<file path="src/hdl/bpr_pkg.sv">
package bpr_pkg;

    localparam int FRAC_BITS = 16;
    localparam int X_WIDTH   = 20;
    localparam int MAX_STEPS = 40;
    localparam int TOL_WIDTH = 20;
    localparam int STEP_W    = 6;

    localparam logic [TOL_WIDTH-1:0] TOL_RESET = TOL_WIDTH'(16);

    typedef enum logic [1:0] {
        ST_NARROW  = 2'd0,
        ST_ZERO    = 2'd1,
        ST_NO_ROOT = 2'd2,
        ST_CAP     = 2'd3
    } status_t;

    typedef struct packed {
        logic                      op;
        logic signed [X_WIDTH-1:0] left_end;
        logic signed [X_WIDTH-1:0] right_end;
    } item_t;

    typedef struct packed {
        logic signed [X_WIDTH-1:0] root;
        logic [1:0]                status;
        logic [STEP_W-1:0]         steps_taken;
    } result_t;

endpackage

</file>
<file path="src/hdl/bisection_polynomial_root_core.sv">
// Bisection root finder for g = 5x^3-2x^2+3 (op 0) or h = x^4-3x^2-8 (op 1) on
// signed Q4.16 endpoints. Pulse start while busy is low to hand in an item; busy
// stays high until the cycle in which the result appears, so the next item can
// be taken in that same cycle. The result appears for exactly one cycle with
// result_valid and cannot be stalled, so the receiver must take it then. An item
// with no sign change at the ends finishes as soon as both ends are evaluated.
// Otherwise each of the N halvings (N at most 40) runs through a seven-step
// microcode loop that evaluates the polynomial on one shared multiplier, and the
// item finishes when the width drops below the tolerance, at the step cap, or
// when the midpoint is an exact zero. The tolerance register may be written at
// any time but should only be changed while busy is low.
module bisection_polynomial_root_core (
    input  logic                                  clk,
    input  logic                                  rst_n,
    input  logic                                  start,
    output logic                                  busy,
    input  bpr_pkg::item_t                        item,
    output logic                                  result_valid,
    output bpr_pkg::result_t                      result,
    input  logic                                  cfg_valid,
    output logic                                  cfg_ready,
    input  logic [bpr_pkg::TOL_WIDTH-1:0]         cfg_data
);
    import bpr_pkg::*;

    localparam int X2_W   = 2 * X_WIDTH - FRAC_BITS;
    localparam int MUL_W  = (X2_W > X_WIDTH) ? X2_W : X_WIDTH;
    localparam int PROD_W = 2 * MUL_W;
    localparam int HI_W   = PROD_W - FRAC_BITS;
    localparam int ACC_W  = HI_W + 4;
    localparam int PC_W   = 5;

    typedef enum logic [2:0] {
        C_NEXT, C_ALWAYS, C_WAIT, C_SAME_SIGN, C_NARROW, C_CAP, C_ZERO
    } cond_t;
    typedef enum logic [1:0] { M_NONE, M_SQUARE, M_HIGH } mul_t;
    typedef enum logic [1:0] { D_NONE, D_LEFT, D_RIGHT, D_MID } dst_t;
    typedef enum logic [1:0] { X_NONE, X_RIGHT, X_MID } xsel_t;

    typedef struct packed {
        cond_t            cond;
        logic [PC_W-1:0]  target;
        mul_t             mul;
        dst_t             dst;
        xsel_t            xld;
        logic             halve;
        logic             emit;
        status_t          st;
    } uword_t;

    localparam logic [PC_W-1:0] A_IDLE    = 5'd0;
    localparam logic [PC_W-1:0] A_LOOP    = 5'd8;
    localparam logic [PC_W-1:0] A_NO_ROOT = 5'd15;
    localparam logic [PC_W-1:0] A_NARROW  = 5'd16;
    localparam logic [PC_W-1:0] A_CAP     = 5'd17;
    localparam logic [PC_W-1:0] A_ZERO    = 5'd18;

    function automatic uword_t ucode(input logic [PC_W-1:0] pc);
        uword_t w;
        w = '{C_NEXT, A_IDLE, M_NONE, D_NONE, X_NONE, 1'b0, 1'b0, ST_NARROW};
        case (pc)
            5'd0:  w.cond = C_WAIT;
            5'd1:  w.mul  = M_SQUARE;
            5'd2:  w.mul  = M_HIGH;
            5'd3:
            begin
                w.dst = D_LEFT;
                w.xld = X_RIGHT;
            end
            5'd4:  w.mul  = M_SQUARE;
            5'd5:  w.mul  = M_HIGH;
            5'd6:  w.dst  = D_RIGHT;
            5'd7:
            begin
                w.cond   = C_SAME_SIGN;
                w.target = A_NO_ROOT;
            end
            5'd8:
            begin
                w.cond   = C_NARROW;
                w.target = A_NARROW;
                w.xld    = X_MID;
            end
            5'd9:
            begin
                w.cond   = C_CAP;
                w.target = A_CAP;
            end
            5'd10: w.mul  = M_SQUARE;
            5'd11: w.mul  = M_HIGH;
            5'd12: w.dst  = D_MID;
            5'd13:
            begin
                w.cond   = C_ZERO;
                w.target = A_ZERO;
            end
            5'd14:
            begin
                w.cond   = C_ALWAYS;
                w.target = A_LOOP;
                w.halve  = 1'b1;
            end
            5'd15:
            begin
                w.cond = C_ALWAYS;
                w.emit = 1'b1;
                w.st   = ST_NO_ROOT;
            end
            5'd16:
            begin
                w.cond = C_ALWAYS;
                w.emit = 1'b1;
                w.st   = ST_NARROW;
            end
            5'd17:
            begin
                w.cond = C_ALWAYS;
                w.emit = 1'b1;
                w.st   = ST_CAP;
            end
            5'd18:
            begin
                w.cond = C_ALWAYS;
                w.emit = 1'b1;
                w.st   = ST_ZERO;
            end
            default: w.cond = C_ALWAYS;
        endcase
        return w;
    endfunction

    logic [PC_W-1:0]            pc_reg, pc_next;
    logic [TOL_WIDTH-1:0]       tol_reg;
    logic                       op_reg;
    logic signed [X_WIDTH-1:0]  l_reg, r_reg, x_reg;
    logic signed [X2_W-1:0]     x2_reg;
    logic signed [PROD_W-1:0]   p_reg;
    logic [1:0]                 sl_reg, sr_reg, sm_reg;   // {positive, negative}
    logic [STEP_W-1:0]          steps_reg;
    logic                       valid_reg;
    result_t                    res_reg;

    uword_t                     uw;
    logic                       accept;
    logic signed [X_WIDTH:0]    sum, diff;
    logic [X_WIDTH:0]           width;
    logic signed [X_WIDTH-1:0]  mid;
    logic signed [HI_W-1:0]     hi;
    logic signed [X2_W-1:0]     x2_now;
    logic signed [MUL_W-1:0]    mul_a, mul_b;
    logic signed [ACC_W-1:0]    acc_hi, acc_x2, poly;
    logic [1:0]                 sgn;
    logic                       cond_true;

    assign uw        = ucode(pc_reg);
    assign busy      = (pc_reg != A_IDLE);
    assign accept    = start && !busy;
    assign cfg_ready = 1'b1;

    assign sum   = {l_reg[X_WIDTH-1], l_reg} + {r_reg[X_WIDTH-1], r_reg};
    assign diff  = {r_reg[X_WIDTH-1], r_reg} - {l_reg[X_WIDTH-1], l_reg};
    assign width = diff[X_WIDTH] ? (X_WIDTH+1)'(-diff) : diff;
    assign mid   = sum[X_WIDTH:1];

    // Upper part of the last product is the floored Q-format value.
    assign hi     = p_reg[PROD_W-1:FRAC_BITS];
    assign x2_now = hi[X2_W-1:0];

    always_comb
    begin
        mul_a = MUL_W'(x_reg);
        mul_b = MUL_W'(x_reg);
        if (uw.mul == M_HIGH)
        begin
            mul_a = MUL_W'(x2_now);
            mul_b = op_reg ? MUL_W'(x2_now) : MUL_W'(x_reg);
        end
    end

    assign acc_hi = ACC_W'(hi);
    assign acc_x2 = ACC_W'(x2_reg);

    always_comb
    begin
        if (!op_reg)
            poly = (acc_hi <<< 2) + acc_hi - (acc_x2 <<< 1)
                   + (ACC_W'(3) <<< FRAC_BITS);
        else
            poly = acc_hi - (acc_x2 <<< 1) - acc_x2 - (ACC_W'(8) <<< FRAC_BITS);
        sgn = {!poly[ACC_W-1] && (poly != '0), poly[ACC_W-1]};
    end

    always_comb
    begin
        case (uw.cond)
            C_NEXT:      cond_true = 1'b0;
            C_ALWAYS:    cond_true = 1'b1;
            C_WAIT:      cond_true = !start;
            C_SAME_SIGN: cond_true = (sl_reg[1] && sr_reg[1]) || (sl_reg[0] && sr_reg[0]);
            C_NARROW:    cond_true = width < {1'b0, tol_reg};
            C_CAP:       cond_true = steps_reg >= STEP_W'(MAX_STEPS);
            C_ZERO:      cond_true = (sm_reg == 2'b00);
            default:     cond_true = 1'b0;
        endcase
        pc_next = cond_true ? uw.target : pc_reg + 1'b1;
    end

    always_ff @(posedge clk or negedge rst_n)
    begin
        if (!rst_n)
        begin
            pc_reg    <= A_IDLE;
            tol_reg   <= TOL_RESET;
            valid_reg <= 1'b0;
        end
        else
        begin
            pc_reg    <= pc_next;
            valid_reg <= uw.emit;
            if (cfg_valid && cfg_ready)
                tol_reg <= cfg_data;
        end
    end

    always_ff @(posedge clk)
    begin
        if (accept)
        begin
            op_reg    <= item.op;
            l_reg     <= item.left_end;
            r_reg     <= item.right_end;
            x_reg     <= item.left_end;
            steps_reg <= '0;
        end
        else
        begin
            case (uw.xld)
                X_RIGHT: x_reg <= r_reg;
                X_MID:   x_reg <= mid;
                default: x_reg <= x_reg;
            endcase
            if (uw.halve)
            begin
                // Keep the left half only on a strict sign change.
                if ((sl_reg[1] && sm_reg[0]) || (sl_reg[0] && sm_reg[1]))
                    r_reg <= mid;
                else
                begin
                    l_reg  <= mid;
                    sl_reg <= sm_reg;
                end
                steps_reg <= steps_reg + 1'b1;
            end
        end

        if (uw.mul != M_NONE)
            p_reg <= mul_a * mul_b;
        if (uw.mul == M_HIGH)
            x2_reg <= x2_now;

        case (uw.dst)
            D_LEFT:  sl_reg <= sgn;
            D_RIGHT: sr_reg <= sgn;
            D_MID:   sm_reg <= sgn;
            default: ;
        endcase

        if (uw.emit)
        begin
            res_reg.root        <= (uw.st == ST_NO_ROOT) ? '0 : mid;
            res_reg.status      <= uw.st;
            res_reg.steps_taken <= steps_reg;
        end
    end

    assign result_valid = valid_reg;
    assign result       = res_reg;

endmodule
</file>
<file path="config.mk">
export PLATFORM = sky130hd
export DESIGN_NAME = bisection_polynomial_root_core
export DESIGN_NICKNAME = d
export VERILOG_FILES = /design/src/hdl/bpr_pkg.sv /design/src/hdl/bisection_polynomial_root_core.sv
export SDC_FILE = /design/constraint.sdc
export NUM_CORES = 2
export LEC_CHECK = 0
export ABC_AREA = 0
export BUFFER_PORTS_ARGS = -buffer_cell sky130_fd_sc_hd__buf_2
export CAP_MARGIN = 20
export CORE_ASPECT_RATIO = 1.25
export CORE_UTILIZATION = 39
export DETAILED_ROUTE_END_ITERATION = 8
export GPL_TIMING_DRIVEN = 0
export PLACE_DENSITY = 0.53
export REMOVE_ABC_BUFFERS = 1
export SETUP_SLACK_MARGIN = 0.05
export SLEW_MARGIN = 30
export SYNTH_ARGS = -nofsm -noshare
export SYNTH_HDL_FRONTEND = slang
export SYNTH_SLANG_ARGS = --single-unit
</file>
<file path="constraint.sdc">
create_clock -name clk -period 10.92 [get_ports clk]
set_clock_uncertainty 0.1 [all_clocks]
set_input_delay 0.546 -clock clk [delete_from_list [all_inputs] [get_ports clk]]
set_output_delay 0.546 -clock clk [all_outputs]
set_load 0.02 [all_outputs]
</file>
# After elaboration in Yosys (flattened, before gate mapping)

Cells that the tools add are included.

Register bits: 199
Input bits: 65
Output and inout bits: 31
Word-level logic and storage cells: 116

$add $sub $neg: 11
$mul: 1
Magnitude comparators: 2
Equal/unequal tests: 34
Muxes and demuxes: 26
Reduce and logical (&&, ||, !) cells: 26

Operators with widths:

| operator                                            | count |
|---|---|
| two-way mux 20 bit                                  | 7 |
| two-way mux 24 bit                                  | 3 |
| multiplier 24 x 24 -> 48 bit                        | 1 |
| == test 5 x 4 -> 1 bit, second input constant       | 8 |
| one-hot mux 20 bit (2 select lines)                 | 1 |
| adder 36 x 19 -> 36 bit, second input constant      | 1 |
| two-way mux 36 bit                                  | 1 |
| nonzero test 36 bit                                 | 1 |
| subtractor 35 x 25 -> 36 bit                        | 1 |
| adder 34 x 32 -> 35 bit                             | 1 |
| subtractor 34 x 21 -> 35 bit, second input constant | 1 |
| subtractor 33 x 24 -> 34 bit                        | 1 |
| subtractor 32 x 25 -> 33 bit                        | 1 |
| one-hot mux 5 bit (5 select lines)                  | 1 |
| adder 20 x 20 -> 21 bit                             | 1 |
| less-than comparator 21 x 20 -> 1 bit               | 1 |
| two-way mux 21 bit                                  | 1 |
| negation 21 bit                                     | 1 |
| subtractor 20 x 20 -> 21 bit                        | 1 |
| == test 5 x 3 -> 1 bit, second input constant       | 4 |
| one-hot mux 3 bit (6 select lines)                  | 1 |
| == test 5 bit, second input constant                | 3 |
| one-hot mux 3 bit (4 select lines)                  | 1 |
| == test 2 bit, second input constant                | 5 |
| other kinds (29)                                    | 52 |

# Longest topological paths before layout

Word-level depth: 7
Mapped depth: 36
Mapped depth without buffers: 34

# Worst setup path before layout

OpenSTA, ideal clock, no wires.

Path type: reg2reg
From: register pc_reg[0]
To: register p_reg[37] (data pin)
Library setup time: 265 ps
Data arrival time: 8934 ps
Required time: 10555 ps
Path slack: 1621 ps
Stages on the path, launching flop included: 36
Buffers on the path: 3
Clock period less this slack: 9299 ps
Path through: dfrtp_1 > inv_1 > ha_1 > mux2i_1 > a2bb2oi_1 > nor3_1 > clkbuf_1 > buf_1 > mux2i_1 > clkbuf_1 > nor2_1 > fa_1 > inv_1 > fa_1 > inv_1 > fa_1 > inv_1 > fa_1 > inv_1 > fa_1 > fa_1 > inv_1 > fa_1 > inv_1 > ha_1 > and3_1 > nand4_1 > a211oi_1 > o211a_1 > a21oi_1 > a211oi_1 > nor4b_1 > o31ai_1 > a21oi_1 > o21ai_0 > xor2_1

Word-level cells in the longest chain between the ends: 6
Elaborated cells on any way between the ends: 13
Classes of those cells: mul: 1; eq/ne: 7; mux: 3; reduce/logical: 2

RTL lines:

| item                                           | RTL line                              | source |
|---|---|---|
| start: declaration                             | bisection_polynomial_root_core.sv:132 | `logic [PC_W-1:0] pc_reg, pc_next;` |
| start signal: assignment                       | bisection_polynomial_root_core.sv:218 | `pc_reg <= pc_next;` |
| == test 5 x 4 -> 1 bit (tied with other cells) | bisection_polynomial_root_core.sv:61  | `case (pc)` |
| OR reduction 3 bit (no line)                   | -                                     |  |
| one-hot mux 2 bit (2 select lines) (*)         | bisection_polynomial_root_core.sv:61  |  |
| == test 2 bit (*)                              | bisection_polynomial_root_core.sv:173 | `if (uw.mul == M_HIGH)` |
| two-way mux 24 bit                             | bisection_polynomial_root_core.sv:173 |  |
| multiplier 24 x 24 -> 48 bit (*)               | bisection_polynomial_root_core.sv:257 | `p_reg <= mul_a * mul_b;` |
| end signal: assignment                         | bisection_polynomial_root_core.sv:257 |  |
| end: declaration                               | bisection_polynomial_root_core.sv:137 | `logic signed [PROD_W-1:0] p_reg;` |

Every way passes the cells marked *; elsewhere a longest branch is shown, timed or not.
A chain may end at the register's enable or synchronous reset.

# Worst setup path in the final report

Same ends and word-level chain as after synthesis.

==> results.sh <==
export IMPL_status="finished, final reports clean"
export IMPL_std_cell_rows=125
export IMPL_timing_critical_path_from_type="flip-flop"
export IMPL_report_final_hold_viol_count=0
export IMPL_worstReg2RegStart="pc_reg[0]"
export IMPL_critPathSlowestCell="fa_1"
export IMPL_hold_path_end="op_reg"
export IMPL_dp_final_hpwl_um=89500
export IMPL_drtIter0Drc=1555
export IMPL_overflow=0
export IMPL_synth_top_family_by_area="adder cells"
export IMPL_timing_critical_path_slowest_cell_delay_ps=620
export IMPL_drcViolationCount=0
export IMPL_root_buffer="clkbuf_16"
export IMPL_worst_slew_pin_transition_ps=999
export IMPL_gp_congestion=0.904
export IMPL_post_synth_mux_area_share_pct=1.78
export IMPL_postSynth_asyncResetShare_pct=14.2
export IMPL_setup_viol=0
export IMPL_core_region_area_sq_mm=0.0927
export IMPL_path_common_cell="fa_1"
export IMPL_cts_buffers_inserted=17
export IMPL_timing_final_max_slew_violations=0
export IMPL_drt_first_pass_iters=5
export IMPL_yosys_most_used_dff="edfxtp_1"
export IMPL_whs_path_depth=1
export IMPL_worst_endpoint_required_ps=11060
export IMPL_path_class="flip-flop to flip-flop"
export IMPL_ys_seq_elements=183
export IMPL_met1_usage_pct=29.1
export IMPL_design_die_area_sq_mm=0.0948
export IMPL_n_fill_cell=9096
export IMPL_drive_gt1_share_pct=8.55
export IMPL_synthAdderAreaFrac_pct=47.8
export IMPL_fmaxAchievable_mhz=96.5
export IMPL_die_y_um=344
export IMPL_worst_skew_pair_late_latency_ps=480
export IMPL_fin_crit_sh_pct=94.9
export IMPL_synth_yosys_seq_area_share_pct=14.5
export IMPL_detailedPlace_worstSlack_ps=-401
export IMPL_cts_clk_slew_worst_paths_ps=80
export IMPL_clock_sinks=183
export IMPL_timing_reg2reg_worst_path_depth=37
export IMPL_number_of_antenna_violations_at_the_first_check_in_global_routing=2
export IMPL_start_util_pct=39.4
export IMPL_synthCells=3980
export IMPL_mappedNetlistArea_sq_mm=0.0365
export IMPL_yosys_cell_types_count=95
export IMPL_wl_um=108000
export IMPL_grt_use_met3_pct=2.76
export IMPL_setup_reg_to_reg_worst_slack_ps=560
export IMPL_worstSetupEndpointType="flip-flop"
export IMPL_grt_busiest_layer="met2"
export IMPL_utilization_pct=43.7
export IMPL_post_drt_via_cell_ratio=5.25
export IMPL_synth_edff_count=151
export IMPL_wl_per_cell_um=20.6
export IMPL_port_buffer_count=94
export IMPL_r2r_end="p_reg[37]"
export IMPL_vias=27600
export IMPL_floorplan_die_width_um=276
export IMPL_totalNegativeSetupSlack_ps=0
export IMPL_ant_nets=0
export IMPL_crit_arrival_ps=10500
export IMPL_global_route_wire_length_before_repair_um=170000
export IMPL_setup_slack_ps=562
export IMPL_worst_relative_slew_slack_pct=33.1
export IMPL_cts_max_level=4
export IMPL_yosysWarningCount=0
export IMPL_fin_worst_hold_slack_ps=146
export IMPL_final_period_minus_worst_setup_slack_ps=10360
export IMPL_final_nets=5095
export IMPL_critPathMaxFanout=13
export IMPL_maxCapViolations=0
export IMPL_first_global_vias=29000
export IMPL_netlist_top_cell_by_area="fa_1"
export IMPL_syn2layout_area_growth_pct=11.0
export IMPL_grt_max_degree=50
export IMPL_worstHoldPathType="input pin to flip-flop"
export IMPL_largest_register_ffs=32
export IMPL_grt_setup_unrepaired="false"
export IMPL_hold_path_startpoint="item[40]"
export IMPL_synth_area_per_cell_sq_um=9.17
export IMPL_synthXorXnorAreaFrac_pct=2.90
export IMPL_aggregate_global_route_resource_usage_pct=23.8
export IMPL_floorplan_io_pins=96
export IMPL_netlist_area_leader_share_pct=36.4
export IMPL_max_root_sink_buffers=2
export IMPL_synthSimpleGateAreaFrac_pct=12.9
export IMPL_met2_routing_resource_usage_after_global_routing_pct=42.5
export IMPL_tritoncts_clock_tree="yes"
export IMPL_synth_compound_area_share_pct=10.1
export IMPL_synth_area_top_cells="fa_1, edfxtp_1, ha_1"
==> Yosys cell counts (7+ instances only) <==
cell type,number
o211ai_1,9
mux2i_1,41
clkbuf_1,120
dfrtp_1,25
nand3_1,31
a211oi_1,19
nor2_1,416
a31oi_1,13
xor2_1,34
nand3b_1,8
o21a_1,52
and2_1,16
xnor2_1,87
mux2_2,19
ha_1,332
nand2_1,423
nor3_1,41
and3_1,10
o31ai_1,16
a21o_1,44
o21ai_0,135
a21oi_1,146
fa_1,664
buf_1,7
nand4_1,14
nand2b_1,40
edfxtp_1,151
o21bai_1,17
inv_1,824
nor2b_1,19
buf_2,7
nor3b_1,12
or2_2,14
or3_1,12
o22ai_1,8
a22oi_1,18
==> kinds of logic after synthesis <==
logic type | Yosys count
other cells | 1
xor+xnor | 121
mux | 62
buf+inv | 962
fa+ha+maj | 996
compound gates | 569
simple gates | 1086
flops | 183
==> layer usage <==
layer	vias to the layer above	wire length (um)
met4	2	4470
met1	14000	42800
met2	742	55800
met3	199	5350
li1	12700	-
met5	-	7
==> critical path: cells and delay by family, from the launching register on <==
kind / cells / cell delay [ps]
and+or+nand+nor: 5 / 760
DFF: 1 / 420
AOI/OAI and AO/OA: 8 / 2000
adders and majority gates: 9 / 4200
muxes: 2 / 500
xor gates and xnor gates: 1 / 370
buffers and inverters: 12 / 1730
==> metrics by stage <==
step / cell area (sq um) / cells
global route: 40500 / 5253
global placement: 37900 / 5144
floorplan: 36000 / 3844
detailed placement: 39400 / 5191
CTS: 40200 / 5234
finish: 40500 / 5254
==> cells in the final DEF, fill, tap and decap left out, types with 15 or more instances in the layout <==
master / n
nor2_1: 415
a211oi_1: 18
inv_1: 823
and2_1: 16
nor3_1: 40
buf_2: 94
nand2_1: 416
ha_1: 331
nor2b_1: 19
buf_8: 25
o21ai_0: 114
a21o_1: 44
o21bai_1: 17
o21ai_4: 22
mux2_2: 16
dfrtp_1: 24
edfxtp_1: 151
xor2_1: 34
fa_1: 664
o21a_1: 52
mux2i_4: 29
nand3_1: 31
nand2b_1: 39
clkbuf_16: 17
a21oi_1: 133
buf_4: 32
xnor2_1: 87
a22oi_1: 18
o31ai_1: 15
==> worst max path at each step <==
stage,startpoint,endpoint,slack [ps],depth (start not counted)
3_3_place_gp,pc_reg[0],p_reg[37],-7240,30
4_1_cts,pc_reg[0],p_reg[37],60,35
5_1_grt,pc_reg[0],p_reg[37],40,36
3_5_place_dp,pc_reg[4],p_reg[37],-400,30
6_report,pc_reg[0],p_reg[37],560,37
2_1_floorplan,pc_reg[0],p_reg[47],-1680,29
==> area by class of cell <==
class,count,area [sq um],area share [%]
multi-input combinational,2837,28500,70.3
sequential,183,5310,13.1
inverter,826,3120,7.69
tap,1206,1510,3.72
timing repair buffer,169,1500,3.69
clock buffer,17,425,1.05
clock inverter,15,176,0.435
antenna,1,2.50,0.00618
==> what timing repair did <==
| item | 4_1_cts | 5_1_grt |
|---|---|---|
| hold endpoints to repair | 25 | 0 |
| gates cloned | 0 | 2 |
| pin swaps | 0 | 2 |
| buffers inserted | 10 | 17 |
| resized for setup | 11 | 21 |
| hold buffers | 1 | 0 |
| setup endpoints to repair | 10 | 7 |
Power is not shown: default switching activity piles up to over one toggle a cycle in this logic, so the estimate is an artifact.
